### src/hdl/cdf_pkg.sv
package cdf_pkg;

	localparam int MAX_FACILITIES = 1024;
	localparam int COST_BITS      = 20;

	localparam int COST_W  = 20;
	localparam int SUM_W   = 21;
	localparam int INDEX_W = 11;
	localparam int DEG_W   = 11;
	localparam int ELIM_W  = 24;

	localparam logic [SUM_W-1:0] START_SUM = SUM_W'(1000000);

	localparam int COST_USE = (COST_BITS < COST_W) ? COST_BITS : COST_W;
	localparam logic [COST_W-1:0] COST_MASK = COST_W'((64'd1 << COST_USE) - 64'd1);

	localparam int DEG_CAP_INT = (MAX_FACILITIES < 2047) ? MAX_FACILITIES : 2047;
	localparam logic [DEG_W-1:0] DEG_CAP  = DEG_W'(DEG_CAP_INT);
	localparam logic [ELIM_W-1:0] ELIM_CAP = {ELIM_W{1'b1}};

	localparam logic MODE_MIN    = 1'b0;
	localparam logic MODE_FILTER = 1'b1;

	typedef struct packed {
		logic               mode;
		logic               first;
		logic               last;
		logic               restart;
		logic [INDEX_W-1:0] facility_index;
		logic [COST_W-1:0]  opening_cost;
		logic [COST_W-1:0]  link_cost;
	} item_t;

	typedef struct packed {
		logic               retained;
		logic [DEG_W-1:0]   slot;
		logic [INDEX_W-1:0] facility_echo;
		logic [SUM_W-1:0]   best_sum;
		logic [DEG_W-1:0]   client_degree;
		logic [ELIM_W-1:0]  eliminated_total;
		logic [DEG_W-1:0]   top_degree;
		logic               client_done;
	} result_t;

endpackage

### src/hdl/cdf_step.sv
module cdf_step
	import cdf_pkg::*;
(
	input  logic    clk,
	input  logic    arst_n,
	input  logic    enable,
	input  item_t   item,
	output result_t result
);

	logic [SUM_W-1:0]  best_q;
	logic [DEG_W-1:0]  deg_q;
	logic [ELIM_W-1:0] elim_q;
	logic [DEG_W-1:0]  larg_q;

	logic [SUM_W-1:0]  best_n;
	logic [DEG_W-1:0]  deg_n;
	logic [ELIM_W-1:0] elim_n;
	logic [DEG_W-1:0]  larg_n;

	logic [COST_W-1:0] open_c;
	logic [COST_W-1:0] link_c;
	logic [SUM_W-1:0]  sum;
	logic [SUM_W-1:0]  best_base;
	logic [DEG_W-1:0]  deg_base;
	logic [ELIM_W-1:0] elim_base;
	logic [DEG_W-1:0]  larg_base;
	logic              keep;

	always_comb begin
		open_c    = item.opening_cost & COST_MASK;
		link_c    = item.link_cost & COST_MASK;
		sum       = {1'b0, open_c} + {1'b0, link_c};
		elim_base = item.restart ? '0 : elim_q;
		larg_base = item.restart ? '0 : larg_q;
		best_base = item.first ? START_SUM : best_q;
		deg_base  = item.first ? '0 : deg_q;
		keep      = 1'b0;
		best_n    = best_q;
		deg_n     = deg_q;
		elim_n    = elim_base;
		larg_n    = larg_base;

		result = '0;
		result.facility_echo = item.facility_index;

		if (item.mode == MODE_MIN) begin
			best_n = (sum < best_base) ? sum : best_base;
		end else begin
			keep = ({1'b0, link_c} <= best_q);
			if (keep) begin
				deg_n = (deg_base < DEG_CAP) ? deg_base + DEG_W'(1) : deg_base;
			end else begin
				deg_n = deg_base;
				if (elim_base < ELIM_CAP)
					elim_n = elim_base + ELIM_W'(1);
			end
			// completed client degree folds into the running maximum
			if (item.last && (deg_n > larg_base))
				larg_n = deg_n;
			result.retained    = keep;
			result.slot        = keep ? deg_n : '0;
			result.client_done = item.last;
		end

		result.best_sum         = best_n;
		result.client_degree    = deg_n;
		result.eliminated_total = elim_n;
		result.top_degree       = larg_n;
	end

	always_ff @(posedge clk or negedge arst_n) begin
		if (!arst_n) begin
			best_q <= START_SUM;
			deg_q  <= '0;
			elim_q <= '0;
			larg_q <= '0;
		end else if (enable) begin
			best_q <= best_n;
			deg_q  <= deg_n;
			elim_q <= elim_n;
			larg_q <= larg_n;
		end
	end

endmodule

### src/hdl/client_dominance_filter.sv
// client dominance filter, one client at a time over two passes of the
// facility stream: a minimum pass (mode 0) keeps the least opening plus
// link cost, a filter pass (mode 1) retains facilities whose link cost is
// at most that minimum and numbers them in the retained list.
// item channel: item_valid / item_stall with the input fields as ports;
// a beat is taken at a rising edge with item_valid high and item_stall low.
// result channel: result_valid / result_stall, one result beat per item.
// an input register, then the cost add, compare and counter updates into the
// result register. throughput is one item per cycle while the receiver
// does not stall, set by the single add-compare path against the state
// registers. while the receiver stalls the held result stays put and one
// further item waits in the input register; item_stall rises only when
// both are full. reset clears both valid flags, sets the kept minimum to
// 1000000 and clears the degree, eliminated total and maximum degree.
module client_dominance_filter
	import cdf_pkg::*;
(
	input  logic               clk,
	input  logic               arst_n,
	input  logic               item_valid,
	output logic               item_stall,
	input  logic               mode,
	input  logic               first,
	input  logic               last,
	input  logic               restart,
	input  logic [INDEX_W-1:0] facility_index,
	input  logic [COST_W-1:0]  opening_cost,
	input  logic [COST_W-1:0]  link_cost,
	output logic               result_valid,
	input  logic               result_stall,
	output logic               retained,
	output logic [DEG_W-1:0]   slot,
	output logic [INDEX_W-1:0] facility_echo,
	output logic [SUM_W-1:0]   best_sum,
	output logic [DEG_W-1:0]   client_degree,
	output logic [ELIM_W-1:0]  eliminated_total,
	output logic [DEG_W-1:0]   top_degree,
	output logic               client_done
);

	logic    valid_s1;
	item_t   item_s1;
	logic    valid_s2;
	result_t result_s2;
	result_t result_n;
	logic    advance;
	logic    step_en;

	assign advance    = !valid_s2 || !result_stall;
	assign item_stall = valid_s1 && !advance;
	assign step_en    = valid_s1 && advance;

	always_ff @(posedge clk or negedge arst_n) begin
		if (!arst_n) begin
			valid_s1 <= 1'b0;
		end else if (!item_stall) begin
			valid_s1 <= item_valid;
		end
	end

	always_ff @(posedge clk) begin
		if (item_valid && !item_stall) begin
			item_s1 <= '{mode: mode, first: first, last: last, restart: restart,
				facility_index: facility_index, opening_cost: opening_cost,
				link_cost: link_cost};
		end
	end

	cdf_step u_step (
		.clk    (clk),
		.arst_n (arst_n),
		.enable (step_en),
		.item   (item_s1),
		.result (result_n)
	);

	always_ff @(posedge clk or negedge arst_n) begin
		if (!arst_n) begin
			valid_s2 <= 1'b0;
		end else if (advance) begin
			valid_s2 <= valid_s1;
		end
	end

	always_ff @(posedge clk) begin
		if (step_en)
			result_s2 <= result_n;
	end

	assign result_valid     = valid_s2;
	assign retained         = result_s2.retained;
	assign slot             = result_s2.slot;
	assign facility_echo    = result_s2.facility_echo;
	assign best_sum         = result_s2.best_sum;
	assign client_degree    = result_s2.client_degree;
	assign eliminated_total = result_s2.eliminated_total;
	assign top_degree       = result_s2.top_degree;
	assign client_done      = result_s2.client_done;

	a_slot_retained: assert property (@(posedge clk) disable iff (!arst_n)
		result_valid && (slot != '0) |-> retained)
		else $error("slot given to an item that was not retained");

	a_slot_degree: assert property (@(posedge clk) disable iff (!arst_n)
		result_valid && retained |-> (slot == client_degree))
		else $error("retained slot differs from client degree");

	a_top_degree: assert property (@(posedge clk) disable iff (!arst_n)
		result_valid && client_done |-> (top_degree >= client_degree))
		else $error("maximum degree below finished client degree");

	a_best_bound: assert property (@(posedge clk) disable iff (!arst_n)
		result_valid |-> (best_sum <= START_SUM))
		else $error("kept minimum above start value");

endmodule

### config.mk
export PLATFORM = sky130hd
export DESIGN_NAME = client_dominance_filter
export DESIGN_NICKNAME = d
export VERILOG_FILES = /design/src/hdl/cdf_pkg.sv /design/src/hdl/cdf_step.sv /design/src/hdl/client_dominance_filter.sv
export SDC_FILE = /design/constraint.sdc
export NUM_CORES = 1
export LEC_CHECK = 0
export ABC_AREA = 1
export ABC_CLOCK_PERIOD_IN_PS = 3400
export BUFFER_PORTS_ARGS = -buffer_cell sky130_fd_sc_hd__buf_4
export CAP_MARGIN = 20
export CORE_UTILIZATION = 44
export DETAILED_ROUTE_END_ITERATION = 6
export PLACE_DENSITY = 0.66
export SLEW_MARGIN = 20
export SYNTH_ARGS = -nofsm -noshare
export SYNTH_HDL_FRONTEND = slang
export SYNTH_SLANG_ARGS = --single-unit
### constraint.sdc
create_clock -name clk -period 3.4 [get_ports clk]
set_clock_uncertainty 0.15 [all_clocks]
set_input_delay 0.68 -clock clk [delete_from_list [all_inputs] [get_ports clk]]
set_output_delay 0.68 -clock clk [all_outputs]
set_load 0.02 [all_outputs]
==> results of run 1 <==
[metrics by stage]
stage | hold WS (ns) | utilization [%] | setup slack [ns] | TNS (ns)
4_1_cts | 0.150 | 59.9 | -0.240 | -8.01
6_report | 0.135 | 64.3 | -0.327 | -11.28
5_1_grt | 0.152 | 64.3 | -0.448 | -19.89
2_1_floorplan | 0.234 | - | 0.00527 | 0
3_5_place_dp | 0.255 | 54.1 | -0.481 | -21.93
3_3_place_gp | 0.250 | 54.1 | -0.417 | -17.97
[registers in the layout, summed over array words and instances, names as in the netlist]
name and flops:
best_sum 21, client_degree 11, client_done 1, eliminated_total 24
facility_echo 11, item_s1 55, result_valid 1, retained 1
slot 11, top_degree 11, u_step.best_q 21, u_step.deg_q 11
u_step.elim_q 24, u_step.larg_q 11, valid_s1 1
[cell usage in the layout (no fill, tap or decap), drive strengths merged, types with 42 or more instances in the layout]
master	netlist	final
ha	73	73
inv	163	164
nor2	127	127
o21ai	42	42
a21oi	64	64
dfrtp	62	62
nand3	124	124
buf	25	349
edfxtp	146	146
nand2	575	576
[layout make-up]
cell class,instances,area [um2]
timing repair inverter,1,7.51
inverter,165,638
tap,378,473
multi-input combinational,1107,7110
timing repair buffer,349,2850
clock inverter,11,97.6
sequential,215,6120
fill,2282,9970
clock buffer,33,674
[critical path, stage by stage, from the launching register on]
cell,delay [ns]
sky130_fd_sc_hd__edfxtp_1,0.55
sky130_fd_sc_hd__ha_4,0.34
sky130_fd_sc_hd__nand2_1,0.07
sky130_fd_sc_hd__inv_1,0.05
sky130_fd_sc_hd__nor2_1,0.11
sky130_fd_sc_hd__o21ai_0,0.13
sky130_fd_sc_hd__a21oi_2,0.19
sky130_fd_sc_hd__nand4_1,0.22
sky130_fd_sc_hd__nand2_1,0.14
sky130_fd_sc_hd__ha_1,0.24
sky130_fd_sc_hd__nand2_2,0.07
sky130_fd_sc_hd__nor2_2,0.05
sky130_fd_sc_hd__buf_4,0.15
sky130_fd_sc_hd__a21oi_4,0.20
sky130_fd_sc_hd__nand2_2,0.09
sky130_fd_sc_hd__nor2_4,0.20
sky130_fd_sc_hd__buf_12,0.14
sky130_fd_sc_hd__buf_16,0.12
sky130_fd_sc_hd__nand2_1,0.09
sky130_fd_sc_hd__nand2_1,0.11
sky130_fd_sc_hd__nand2_1,0.07
[repair_timing]
| item | in CTS | in global routing |
|---|---|---|
| setup endpoints to repair | 64 | 64 |
| resized for setup | 122 | 269 |
| buffers inserted | 29 | 17 |
| pin swaps | 39 | 67 |
| gates cloned | 5 | 0 |
[power breakdown]
group	internal (uW)	switching (uW)	total (uW)
registers	3450	273	3720
logic	2790	3550	6340
clock network	1470	1080	2550
total	7710	4900	12600
[final timing paths]
kind,to,slack [ns],depth (start not counted)
max,best_sum[20]$_DFFE_PP_,-0.33,20
min,u_step.larg_q[3]$_DFFE_PN0P_,0.14,1
max reg2reg,best_sum[20]$_DFFE_PP_,-0.33,20
min reg2reg,facility_echo[7]$_DFFE_PP_,0.27,0
max in group asynchronous,valid_s1$_DFFE_PN0N_,2.28,1
min in group clk,item_s1[17]$_DFFE_PP_,0.17,1
[cells by family (layout without fill, tap and decap cells)]
family,Yosys count,in the layout,synth area share (%)
flops,215,215,48.8
fa+ha+maj,74,74,7.44
compound gates,122,122,5.22
simple gates,894,895,30.7
xor+xnor,16,16,1.18
buf+inv,208,559,6.74
[routing by layer]
layer	GRT usage (%)	vias up
li1	-	5633
met1	30.3	5313
met2	41.5	372
met3	3.17	80
met4	9.12	0
met5	0	-
==> impl_metrics.prom, run 1 <==
# TYPE chip_impl_metric gauge
chip_impl_info{name="status",value="finished, violations left"} 1
chip_impl_info{name="violations",value="setup timing"} 1
chip_impl_metric{name="hold_viol_final",unit=""} 0
chip_impl_metric{name="detailroute.wirelength.met3",unit="um"} 1790
chip_impl_metric{name="synthesis.yosys.warnings",unit=""} 0
chip_impl_metric{name="via_count",unit=""} 11398
chip_impl_metric{name="max_freq",unit="MHz"} 268
chip_impl_metric{name="fp-row-count",unit=""} 61
chip_impl_metric{name="core",unit="um2"} 27900
chip_impl_info{name="worst_setup_path_startpoint",value="item_s1[16]$_DFFE_PP_"} 1
chip_impl_metric{name="insertedDiodeCount",unit=""} 0
chip_impl_metric{name="cp_data_arrival_time",unit="ns"} 3.86
chip_impl_metric{name="synth.ff_latch_count",unit=""} 215
chip_impl_metric{name="slew_headroom",unit="%"} 32.6
chip_impl_metric{name="detail_route.wirelength.met1",unit="um"} 15300
chip_impl_metric{name="placed_cells_incl_taps",unit=""} 2168
chip_impl_info{name="yosysMostFrequentCell",value="sky130_fd_sc_hd__nand2_1"} 1
chip_impl_metric{name="totalWireLength",unit="um"} 36500
chip_impl_metric{name="number_of_placed_i_o_pins",unit=""} 152
chip_impl_info{name="rsz_0062_raised_after_global_routing",value="yes"} 1
chip_impl_metric{name="post-route-drc-count",unit=""} 0
chip_impl_metric{name="synth-async-reset-ratio",unit="%"} 32.1
chip_impl_info{name="cts_tree",value="done"} 1
chip_impl_metric{name="gr-usage-all-layers",unit="%"} 23.9
chip_impl_metric{name="synth_top_area_share",unit="%"} 34.9
chip_impl_info{name="post_synth_main_area_contributors",value="sky130_fd_sc_hd__edfxtp_1 (35%), sky130_fd_sc_hd__nand2_1 (17%), sky130_fd_sc_hd__dfrtp_1 (12%)"} 1
chip_impl_metric{name="layout-area-overhead-vs-synth",unit="%"} 43.1
chip_impl_metric{name="grt_pass1_vias",unit=""} 10910
chip_impl_metric{name="areal_power_density_over_the_cells",unit="nW/um2"} 702
chip_impl_metric{name="clkSinkCount",unit=""} 215
chip_impl_metric{name="synth_cells",unit=""} 1529
chip_impl_metric{name="htree_levels",unit=""} 1
chip_impl_metric{name="cts_made_buffers",unit=""} 24
chip_impl_info{name="ctsRootBufferMaster",value="sky130_fd_sc_hd__clkbuf_16"} 1
chip_impl_metric{name="die_area",unit="um2"} 29200
chip_impl_metric{name="place.port_buffers",unit=""} 151
chip_impl_metric{name="post-route-period-util",unit="%"} 110
chip_impl_metric{name="antenna_found_initial",unit=""} 0
chip_impl_info{name="ys.flop_type",value="sky130_fd_sc_hd__edfxtp_1"} 1
chip_impl_info{name="synth_top_area_cell",value="sky130_fd_sc_hd__edfxtp_1"} 1
chip_impl_metric{name="irDropWorstVdd",unit="V"} 0.000447
chip_impl_info{name="dr.max_layer_used",value="met4"} 1
chip_impl_metric{name="drtIter0Drc",unit=""} 746
chip_impl_metric{name="detailed_place_hpwl",unit="um"} 24100
chip_impl_metric{name="final_area",unit="um2"} 18000
chip_impl_metric{name="largest_net_degree_at_the_start_of_global_routing",unit=""} 70
chip_impl_metric{name="die_w",unit="um"} 171
chip_impl_metric{name="cts_buffer_depth",unit=""} 3
chip_impl_metric{name="slew_of_the_pin_with_the_lowest_slew_margin",unit="ns"} 1.01
chip_impl_info{name="yosys-top-cells-count",value="sky130_fd_sc_hd__nand2_1 (565), sky130_fd_sc_hd__inv_1 (159), sky130_fd_sc_hd__edfxtp_1 (146), sky130_fd_sc_hd__nand3_1 (120), sky130_fd_sc_hd__nor2_1 (110)"} 1
chip_impl_metric{name="yosysSeqAreaShare",unit="%"} 48.8
chip_impl_metric{name="detailed_place.area",unit="um2"} 15100
chip_impl_info{name="setup.worst_path.class",value="reg2reg"} 1
chip_impl_metric{name="setup-violations-final",unit=""} 64
chip_impl_metric{name="power.leakage",unit="uW"} 0.00839
chip_impl_metric{name="place.gp.congestion",unit=""} 0.920
chip_impl_metric{name="synth_cell_type_count",unit=""} 44
chip_impl_metric{name="detailroute.wirelength.met2",unit="um"} 18200
chip_impl_info{name="hold_class",value="in2async"} 1
chip_impl_metric{name="viasPerCell",unit=""} 5.05
chip_impl_metric{name="finalNonFillerCells",unit=""} 2259
chip_impl_metric{name="grt.overflow.total",unit=""} 0
chip_impl_metric{name="syn-num-nets",unit=""} 1662
chip_impl_metric{name="initial_utilization",unit="%"} 44.9
chip_impl_metric{name="residual_antenna_violating_net_count_after_detailed_routing",unit=""} 0
chip_impl_metric{name="total_power_of_the_final_layout",unit="uW"} 12600
chip_impl_metric{name="syn-cell-area",unit="um2"} 12500
chip_impl_metric{name="path_clk_slew",unit="ns"} 0.06
chip_impl_metric{name="die_height",unit="um"} 171
chip_impl_metric{name="routed_wire_length_per_instance",unit="um"} 16.2
chip_impl_metric{name="layout_min_cycle_time",unit="ns"} 3.73
chip_impl_metric{name="clock_latency",unit="ns"} 0.54
chip_impl_metric{name="maxCapViolCount",unit=""} 0
chip_impl_metric{name="synth-edff-count",unit=""} 146
chip_impl_metric{name="ctsHoldBuffers",unit=""} 0
chip_impl_metric{name="worst_ep_required_time",unit="ns"} 3.53
chip_impl_metric{name="critical_path_peak_fanout",unit=""} 7
chip_impl_metric{name="synth_area_per_cell",unit="um2"} 8.21
chip_impl_metric{name="setup_slack",unit="ns"} -0.327
chip_impl_metric{name="drtPass1Iterations",unit=""} 7
chip_impl_info{name="end_kind",value="flop"} 1
chip_impl_metric{name="grt_pass1_wl",unit="um"} 54800
chip_impl_info{name="startpoint_type",value="flop"} 1
chip_impl_metric{name="final_number_of_max_transition_violations",unit=""} 0
chip_impl_metric{name="ratio_of_cells_with_drive_above_1_in_the_final_layout",unit="%"} 38.2
chip_impl_info{name="reg2reg_launch_point",value="item_s1[16]$_DFFE_PP_"} 1
chip_impl_metric{name="nNetsFinal",unit=""} 1996
Note: power is estimated with default switching activity, not from simulation.
==> inputs of run 2 (changes only) <==
--- a/config.mk
+++ b/config.mk
@@ -9,9 +9,9 @@
 export ABC_CLOCK_PERIOD_IN_PS = 3400
 export BUFFER_PORTS_ARGS = -buffer_cell sky130_fd_sc_hd__buf_4
 export CAP_MARGIN = 20
-export CORE_UTILIZATION = 44
+export CORE_UTILIZATION = 53
 export DETAILED_ROUTE_END_ITERATION = 6
-export PLACE_DENSITY = 0.66
+export PLACE_DENSITY = 0.77
 export SLEW_MARGIN = 20
 export SYNTH_ARGS = -nofsm -noshare
 export SYNTH_HDL_FRONTEND = slang
==> run 2 against run 1 <==
Compared with the run above: the run ends with DRC, setup timing left; fmax down 4.9%; die area down 17%; power up 1.2%; core utilization up 13 points; final area down 0.93%; first-iteration DRC count up 76%; hold slack better by 0.038 ns; sequential share of layout area up 0.32 points; setup slack worse by 0.19 ns; cell count down 2.3%; non-clock buffer count up 14; sequential power about the same; critical path type unchanged.
==> impl_metrics.prom, run 2 (same netlist as run 1, synthesis figures left out) <==
# TYPE chip_impl_metric gauge
chip_impl_metric{name="worst_ep_required_time",unit="ns"} 3.52
chip_impl_metric{name="largest_reg_flops",unit=""} 55
chip_impl_metric{name="grt_pass1_wl",unit="um"} 59000
chip_impl_metric{name="setup-violations-final",unit=""} 64
chip_impl_metric{name="setup_slack",unit="ns"} -0.517
chip_impl_metric{name="initial_utilization",unit="%"} 54.8
chip_impl_metric{name="fp-row-count",unit=""} 55
chip_impl_metric{name="worst_r2r_path_depth",unit=""} 22
chip_impl_metric{name="nNetsFinal",unit=""} 2010
chip_impl_metric{name="die_area",unit="um2"} 24300
chip_impl_metric{name="core",unit="um2"} 22900
chip_impl_metric{name="irDropWorstVdd",unit="V"} 0.000445
chip_impl_info{name="layout.cells.most_common_list",value="sky130_fd_sc_hd__nand2_1 (450), sky130_fd_sc_hd__buf_4 (340), sky130_fd_sc_hd__edfxtp_1 (146)"} 1
chip_impl_metric{name="grt.overflow.total",unit=""} 0
chip_impl_metric{name="final_number_of_max_transition_violations",unit=""} 0
chip_impl_metric{name="antenna_found_initial",unit=""} 0
chip_impl_info{name="cts_tree",value="done"} 1
chip_impl_metric{name="die_height",unit="um"} 156
chip_impl_metric{name="clock_latency",unit="ns"} 0.52
chip_impl_metric{name="areal_power_density_over_the_cells",unit="nW/um2"} 718
chip_impl_metric{name="final_area",unit="um2"} 17800
chip_impl_metric{name="finalHoldWorstSlack",unit="ns"} 0.173
chip_impl_metric{name="routed_wire_length_per_instance",unit="um"} 18.4
chip_impl_metric{name="cts_buffer_depth",unit=""} 3
chip_impl_info{name="end_kind",value="flop"} 1
chip_impl_info{name="setup.worst_path.class",value="reg2reg"} 1
chip_impl_metric{name="cts_made_buffers",unit=""} 23
chip_impl_metric{name="place.gp.congestion",unit=""} 0.944
chip_impl_info{name="hold_class",value="in2async"} 1
chip_impl_metric{name="fin_util",unit="%"} 77.7
chip_impl_metric{name="grt_pass1_vias",unit=""} 11971
chip_impl_info{name="largest_register",value="item_s1"} 1
chip_impl_metric{name="post-route-period-util",unit="%"} 115
chip_impl_metric{name="place.port_buffers",unit=""} 151
chip_impl_metric{name="post-route-drc-count",unit=""} 9
chip_impl_info{name="most_common_cell_after_layout_fill_and_taps_aside",value="sky130_fd_sc_hd__nand2_1"} 1
chip_impl_metric{name="number_of_placed_i_o_pins",unit=""} 152
chip_impl_info{name="startpoint_type",value="flop"} 1
chip_impl_metric{name="place_worst_setup_slack",unit="ns"} -0.340
chip_impl_info{name="violations",value="DRC, setup timing"} 1
chip_impl_metric{name="maxCapViolCount",unit=""} 0
chip_impl_metric{name="ctsHoldBuffers",unit=""} 0
chip_impl_metric{name="drtPass1Iterations",unit=""} 7
chip_impl_metric{name="cp_data_arrival_time",unit="ns"} 4.04
chip_impl_metric{name="hold_viol_final",unit=""} 0
chip_impl_metric{name="via_count",unit=""} 12562
chip_impl_metric{name="detailed_place_hpwl",unit="um"} 22900
chip_impl_metric{name="power.leakage",unit="uW"} 0.00836
chip_impl_metric{name="placed_cells_incl_taps",unit=""} 2079
chip_impl_metric{name="largest_net_degree_at_the_start_of_global_routing",unit=""} 70
chip_impl_metric{name="ratio_of_cells_with_drive_above_1_in_the_final_layout",unit="%"} 38.3
chip_impl_metric{name="layout-area-overhead-vs-synth",unit="%"} 41.8
chip_impl_metric{name="clkSinkCount",unit=""} 215
chip_impl_metric{name="slew_of_the_pin_with_the_lowest_slew_margin",unit="ns"} 0.971
chip_impl_metric{name="slew_headroom",unit="%"} 35.2
chip_impl_info{name="ctsRootBufferMaster",value="sky130_fd_sc_hd__clkbuf_16"} 1
chip_impl_metric{name="critical_path_peak_fanout",unit=""} 8
chip_impl_metric{name="drtIter0Drc",unit=""} 1311
chip_impl_metric{name="max_freq",unit="MHz"} 255
chip_impl_metric{name="detailed_place.area",unit="um2"} 14900
chip_impl_metric{name="residual_antenna_violating_net_count_after_detailed_routing",unit=""} 0
chip_impl_metric{name="htree_levels",unit=""} 1
chip_impl_metric{name="layout_min_cycle_time",unit="ns"} 3.92
chip_impl_metric{name="die_w",unit="um"} 156
chip_impl_metric{name="totalWireLength",unit="um"} 40500
chip_impl_metric{name="finalNonFillerCells",unit=""} 2207
chip_impl_info{name="rsz_0062_raised_after_global_routing",value="yes"} 1
chip_impl_metric{name="path_clk_slew",unit="ns"} 0.06
chip_impl_metric{name="viasPerCell",unit=""} 5.69
chip_impl_metric{name="gr-usage-all-layers",unit="%"} 30.7
chip_impl_info{name="status",value="finished, violations left"} 1
## run 2: metrics by stage
stage | setup TNS (ns) | total power, uW
5_1_grt | -32.84 | 13400
4_1_cts | -1.69 | 11800
3_5_place_dp | -16.33 | 8070
2_1_floorplan | 0 | 6330
6_report | -20.57 | 12800
3_3_place_gp | -11.11 | 7920
## run 2: per-layer routing
metal  share of wire [%]  GRT usage [%]  vias up
li1                    -              -     5669
met1                  37           38.9     5851
met2                  47           51.8      806
met3                 9.1           4.33      236
met4                 6.1           14.5        0
met5                   0              0        -
## run 2: final timing paths
check	from	to	slack (ns)
setup / recovery	u_step.best_q[8]$_DFFE_PN0P_	top_degree[4]$_DFFE_PP_	-0.52
hold / removal	arst_n	u_step.larg_q[7]$_DFFE_PN0P_	0.17
setup reg to reg	u_step.best_q[8]$_DFFE_PN0P_	top_degree[4]$_DFFE_PP_	-0.52
hold reg to reg	item_s1[42]$_DFFE_PP_	facility_echo[2]$_DFFE_PP_	0.27
max in group asynchronous	arst_n	u_step.best_q[2]$_DFFE_PN0P_	2.30
min in group clk	link_cost[10]	item_s1[10]$_DFFE_PP_	0.19
## run 2: critical path, stage by stage, from the launching register on
cell	delay, ns
sky130_fd_sc_hd__dfrtp_1	0.42
sky130_fd_sc_hd__inv_1	0.12
sky130_fd_sc_hd__ha_4	0.21
sky130_fd_sc_hd__a21oi_1	0.23
sky130_fd_sc_hd__nand2_1	0.16
sky130_fd_sc_hd__nand2_2	0.10
sky130_fd_sc_hd__nand2_2	0.07
sky130_fd_sc_hd__nand2_2	0.10
sky130_fd_sc_hd__nand3_4	0.15
sky130_fd_sc_hd__nand2_8	0.20
sky130_fd_sc_hd__inv_8	0.07
sky130_fd_sc_hd__nand2_1	0.12
sky130_fd_sc_hd__nand2_1	0.09
sky130_fd_sc_hd__ha_1	0.34
sky130_fd_sc_hd__nand2_1	0.11
sky130_fd_sc_hd__nor2_4	0.14
sky130_fd_sc_hd__nand3_2	0.11
sky130_fd_sc_hd__o2111ai_4	0.15
sky130_fd_sc_hd__nand2_4	0.14
sky130_fd_sc_hd__clkinvlp_4	0.14
sky130_fd_sc_hd__buf_4	0.13
sky130_fd_sc_hd__nand3_2	0.06
sky130_fd_sc_hd__and2_1	0.13
## run 2: timing repair
action                                  CTS  global route
endpoints found under the setup margin   64            64
pin swaps                                93            88
gates resized for setup                 225           134
gates cloned                              5             0
buffers inserted                         65            21
## run 2: cell type report
cell class | count | area, um2
Multi-Input combinational cell | 1107 | 7010
Timing Repair Buffer | 363 | 2870
Clock buffer | 32 | 629
Fill cell | 1403 | 5120
Timing Repair inverter | 2 | 13.8
Clock inverter | 9 | 126
Antenna cell | 1 | 2.50
Tap cell | 313 | 392
Sequential cell | 215 | 6120
Inverter | 165 | 638
## run 2: power by group
| part | total (uW) | internal [uW] | switching [uW] |
|---|---|---|---|
| sequential | 3740 | 3450 | 292 |
| clock | 2560 | 1520 | 1040 |
| combinational | 6460 | 2680 | 3780 |
| total | 12800 | 7660 | 5110 |
==> inputs of run 3 (changes only) <==
--- a/config.mk
+++ b/config.mk
@@ -15,4 +15,5 @@
 export SLEW_MARGIN = 20
 export SYNTH_ARGS = -nofsm -noshare
 export SYNTH_HDL_FRONTEND = slang
+export SYNTH_HIERARCHICAL = 1
 export SYNTH_SLANG_ARGS = --single-unit
==> run 3 against run 2 <==
Compared with the run above: cell count fell by 19%; die area fell by 9.0%; setup slack got worse by 0.078 ns; power fell by 18%; the flow finishes with violations (setup timing).
==> impl_metrics.prom, run 3 <==
# TYPE chip_impl_metric gauge
chip_impl_metric{name="final_number_of_max_transition_violations",unit=""} 0
chip_impl_metric{name="routed_wire_length_per_instance",unit="um"} 17.2
chip_impl_metric{name="place_worst_setup_slack",unit="ns"} -0.581
chip_impl_metric{name="post-route-period-util",unit="%"} 117
chip_impl_metric{name="die_area",unit="um2"} 22100
chip_impl_metric{name="areal_power_density_over_the_cells",unit="nW/um2"} 666
chip_impl_metric{name="drtPass1Iterations",unit=""} 5
chip_impl_info{name="timing.critical_path.cells",value="ha_1 -> buf_4 -> a21oi_1 -> o21ai_0 -> a21oi_1 -> nand3_1 -> xor2_2 -> ha_1 -> nand4_1 -> nor3_2 -> nand3_2 -> nand3_4 -> buf_6 -> a21oi_2 -> o21ai_1 -> o21ai_1"} 1
chip_impl_info{name="hold_class",value="in2async"} 1
chip_impl_metric{name="number_of_placed_i_o_pins",unit=""} 152
chip_impl_metric{name="switching_share",unit="%"} 36.3
chip_impl_metric{name="synth_top_area_share",unit="%"} 38.5
chip_impl_metric{name="initial_utilization",unit="%"} 54.1
chip_impl_metric{name="finalNonFillerCells",unit=""} 1797
chip_impl_metric{name="power.net_switching",unit="uW"} 3820
chip_impl_metric{name="pwr-share-seq",unit="%"} 33.1
chip_impl_metric{name="die_height",unit="um"} 149
chip_impl_metric{name="power.leakage",unit="uW"} 0.00685
chip_impl_info{name="r2r_end",value="best_sum[16]$_DFFE_PP_"} 1
chip_impl_metric{name="detailed_place_hpwl",unit="um"} 19200
chip_impl_info{name="most_common_cell_after_layout_fill_and_taps_aside",value="sky130_fd_sc_hd__buf_4"} 1
chip_impl_metric{name="worst_ep_required_time",unit="ns"} 3.47
chip_impl_info{name="synth_top_area_cell",value="sky130_fd_sc_hd__edfxtp_1"} 1
chip_impl_info{name="slowest_stage",value="sky130_fd_sc_hd__edfxtp_1"} 1
chip_impl_info{name="rsz_0062_raised_after_global_routing",value="yes"} 1
chip_impl_metric{name="cp_data_arrival_time",unit="ns"} 4.07
chip_impl_metric{name="via_count",unit=""} 9966
chip_impl_metric{name="antenna_found_initial",unit=""} 0
chip_impl_metric{name="cts_made_buffers",unit=""} 23
chip_impl_metric{name="grt_pass1_vias",unit=""} 9658
chip_impl_metric{name="synth-async-reset-ratio",unit="%"} 32.1
chip_impl_metric{name="finalSetupTns",unit="ns"} -30.05
chip_impl_metric{name="residual_antenna_violating_net_count_after_detailed_routing",unit=""} 0
chip_impl_info{name="yosys-top-cells-count",value="sky130_fd_sc_hd__nand2_1 (266), sky130_fd_sc_hd__edfxtp_1 (146), sky130_fd_sc_hd__inv_1 (130), sky130_fd_sc_hd__o21ai_0 (110), sky130_fd_sc_hd__nor2_1 (92)"} 1
chip_impl_info{name="ctsRootBufferMaster",value="sky130_fd_sc_hd__clkbuf_16"} 1
chip_impl_metric{name="gr-usage-all-layers",unit="%"} 26.8
chip_impl_metric{name="detailed_place.area",unit="um2"} 13800
chip_impl_metric{name="layout-area-overhead-vs-synth",unit="%"} 38.3
chip_impl_metric{name="cts_buffer_depth",unit=""} 3
chip_impl_metric{name="clkSinkCount",unit=""} 215
chip_impl_info{name="yosysMostFrequentCell",value="sky130_fd_sc_hd__nand2_1"} 1
chip_impl_metric{name="irDropWorstVdd",unit="V"} 0.000452
chip_impl_metric{name="totalWireLength",unit="um"} 30900
chip_impl_metric{name="drtIter0Drc",unit=""} 879
chip_impl_info{name="layout.cells.most_common_list",value="sky130_fd_sc_hd__buf_4 (308), sky130_fd_sc_hd__nand2_1 (237), sky130_fd_sc_hd__edfxtp_1 (146)"} 1
chip_impl_metric{name="hold_viol_final",unit=""} 0
chip_impl_metric{name="final_area",unit="um2"} 15800
chip_impl_metric{name="syn-cell-area",unit="um2"} 11400
chip_impl_metric{name="nNetsFinal",unit=""} 1636
chip_impl_info{name="status",value="finished, violations left"} 1
chip_impl_metric{name="layout_min_cycle_time",unit="ns"} 3.99
chip_impl_metric{name="setup_slack",unit="ns"} -0.595
chip_impl_metric{name="synth_cell_type_count",unit=""} 45
chip_impl_metric{name="grt.overflow.total",unit=""} 0
chip_impl_metric{name="synth_area_per_cell",unit="um2"} 9.48
chip_impl_metric{name="ff2ff_setup_slack",unit="ns"} -0.59
chip_impl_metric{name="core",unit="um2"} 21100
chip_impl_metric{name="viasPerCell",unit=""} 5.55
chip_impl_metric{name="placed_cells_incl_taps",unit=""} 1717
chip_impl_metric{name="internal_power",unit="uW"} 6690
chip_impl_info{name="startpoint_type",value="flop"} 1
chip_impl_metric{name="place.port_buffers",unit=""} 151
chip_impl_metric{name="path_clk_slew",unit="ns"} 0.06
chip_impl_metric{name="worst_r2r_path_depth",unit=""} 16
chip_impl_metric{name="die_w",unit="um"} 149
chip_impl_info{name="cts_tree",value="done"} 1
chip_impl_metric{name="max_freq",unit="MHz"} 250
chip_impl_metric{name="fp-row-count",unit=""} 53
chip_impl_metric{name="clock_latency",unit="ns"} 0.52
chip_impl_info{name="post_synth_main_area_contributors",value="sky130_fd_sc_hd__edfxtp_1 (38%), sky130_fd_sc_hd__dfrtp_1 (14%), sky130_fd_sc_hd__nand2_1 (8.8%)"} 1
chip_impl_info{name="end_kind",value="flop"} 1
chip_impl_metric{name="synthesis.yosys.warnings",unit=""} 6
chip_impl_metric{name="place.gp.congestion",unit=""} 0.955
chip_impl_metric{name="largest_net_degree_at_the_start_of_global_routing",unit=""} 83
chip_impl_metric{name="grt_pass1_wl",unit="um"} 46900
chip_impl_metric{name="yosysSeqAreaShare",unit="%"} 53.7
chip_impl_metric{name="cpPeakStageDelay",unit="ns"} 0.48
chip_impl_info{name="ys.flop_type",value="sky130_fd_sc_hd__edfxtp_1"} 1
chip_impl_metric{name="syn-num-nets",unit=""} 1333
chip_impl_info{name="violations",value="setup timing"} 1
chip_impl_metric{name="post-route-drc-count",unit=""} 0
chip_impl_metric{name="critical_path_peak_fanout",unit=""} 6
chip_impl_metric{name="total_power_of_the_final_layout",unit="uW"} 10500
chip_impl_info{name="setup.worst_path.class",value="reg2reg"} 1
chip_impl_metric{name="largest_reg_flops",unit=""} 55
chip_impl_metric{name="slew_headroom",unit="%"} 36.1
chip_impl_metric{name="synth.ff_latch_count",unit=""} 215
chip_impl_metric{name="synth-edff-count",unit=""} 146
chip_impl_metric{name="ctsHoldBuffers",unit=""} 0
chip_impl_info{name="reg2reg_launch_point",value="item_s1[14]$_DFFE_PP_"} 1
chip_impl_metric{name="clock_power_share",unit="%"} 23.3
chip_impl_metric{name="setup-violations-final",unit=""} 64
chip_impl_metric{name="insertedDiodeCount",unit=""} 0
chip_impl_metric{name="synth_cells",unit=""} 1202
chip_impl_metric{name="slew_of_the_pin_with_the_lowest_slew_margin",unit="ns"} 0.959
chip_impl_metric{name="p_comb_share",unit="%"} 43.6
chip_impl_metric{name="ratio_of_cells_with_drive_above_1_in_the_final_layout",unit="%"} 36.3
chip_impl_metric{name="maxCapViolCount",unit=""} 0
chip_impl_metric{name="htree_levels",unit=""} 1
chip_impl_info{name="largest_register",value="item_s1"} 1
-- run 3: area by class of cell --
class	instances	area [um2]
multi-input cells	802	5470
inverters	139	534
fillers	1358	5320
flip-flops and latches	215	6120
well taps	275	344
repair buffers	324	2570
clock inverters	13	121
clock buffers	29	618
-- run 3: worst max path at each step --
stage | startpoint | to | slack, ns | depth (start not counted)
2_1_floorplan | u_step/best_q[18]$_DFFE_PN1P_ | top_degree[4]$_DFFE_PP_ | -0.16 | 26
3_3_place_gp | item_s1[9]$_DFFE_PP_ | u_step/best_q[20]$_DFFE_PN0P_ | -0.61 | 22
3_5_place_dp | u_step/best_q[14]$_DFFE_PN1P_ | top_degree[3]$_DFFE_PP_ | -0.58 | 23
4_1_cts | u_step/best_q[16]$_DFFE_PN1P_ | top_degree[8]$_DFFE_PP_ | -0.35 | 25
5_1_grt | item_s1[0]$_DFFE_PP_ | u_step/best_q[7]$_DFFE_PN0P_ | -0.72 | 25
6_report | item_s1[14]$_DFFE_PP_ | best_sum[16]$_DFFE_PP_ | -0.59 | 16
-- run 3: metal layers --
| metal | GRT usage, % | share of wire, % | up-vias | routed length (um) |
|---|---|---|---|---|
| met1 | 32.6 | 38 | 4633 | 11700 |
| met4 | 12.2 | 4.6 | 0 | 1420 |
| li1 | - | - | 4636 | - |
| met3 | 3.90 | 7.7 | 129 | 2380 |
| met5 | 0 | 0 | - | 0 |
| met2 | 47.0 | 50 | 568 | 15400 |
-- run 3: metrics by stage --
step / util [%] / hold WS [ns]
3_5_place_dp: 65.5 / 0.255
6_report: 74.8 / 0.152
5_1_grt: 74.8 / 0.167
2_1_floorplan: - / 0.234
3_3_place_gp: 65.5 / 0.251
4_1_cts: 72.6 / 0.160
-- run 3: cells by family (layout without fill, tap and decap cells) --
group	after synthesis	in the layout	share of synthesized area, %
AND/OR/NAND/NOR	473	474	18.2
flip-flops	215	215	53.7
AO/OA/AOI/OAI	206	206	9.46
adder cells (fa/ha/maj)	72	72	7.97
buffers and inverters	186	505	6.90
XOR/XNOR	50	50	3.84
-- run 3: power by group through the flow --
stage,combinational (uW),sequential (uW),clock [uW]
final,4580,3480,2450
after global routing,4860,3510,2590
after CTS,3820,3460,2500
after detailed placement,3150,3500,0
after global placement,3040,3490,0
after floorplan,1810,3660,0
-- run 3: repair_timing --
item	4_1_cts	5_1_grt
gates resized for setup	117	72
cloned	3	2
setup buffers	28	5
pin swaps	54	59
endpoints found under the setup margin	64	64
-- run 3: worst max-delay path: cells and delay by family (launching register included) --
family | cells | cell delay, ns
AOI/OAI and AO/OA | 6 | 0.91
xor gates and xnor gates | 1 | 0.19
adders and majority gates | 2 | 0.71
buffers and inverters | 2 | 0.34
DFF | 1 | 0.48
and+or+nand+nor | 5 | 0.93
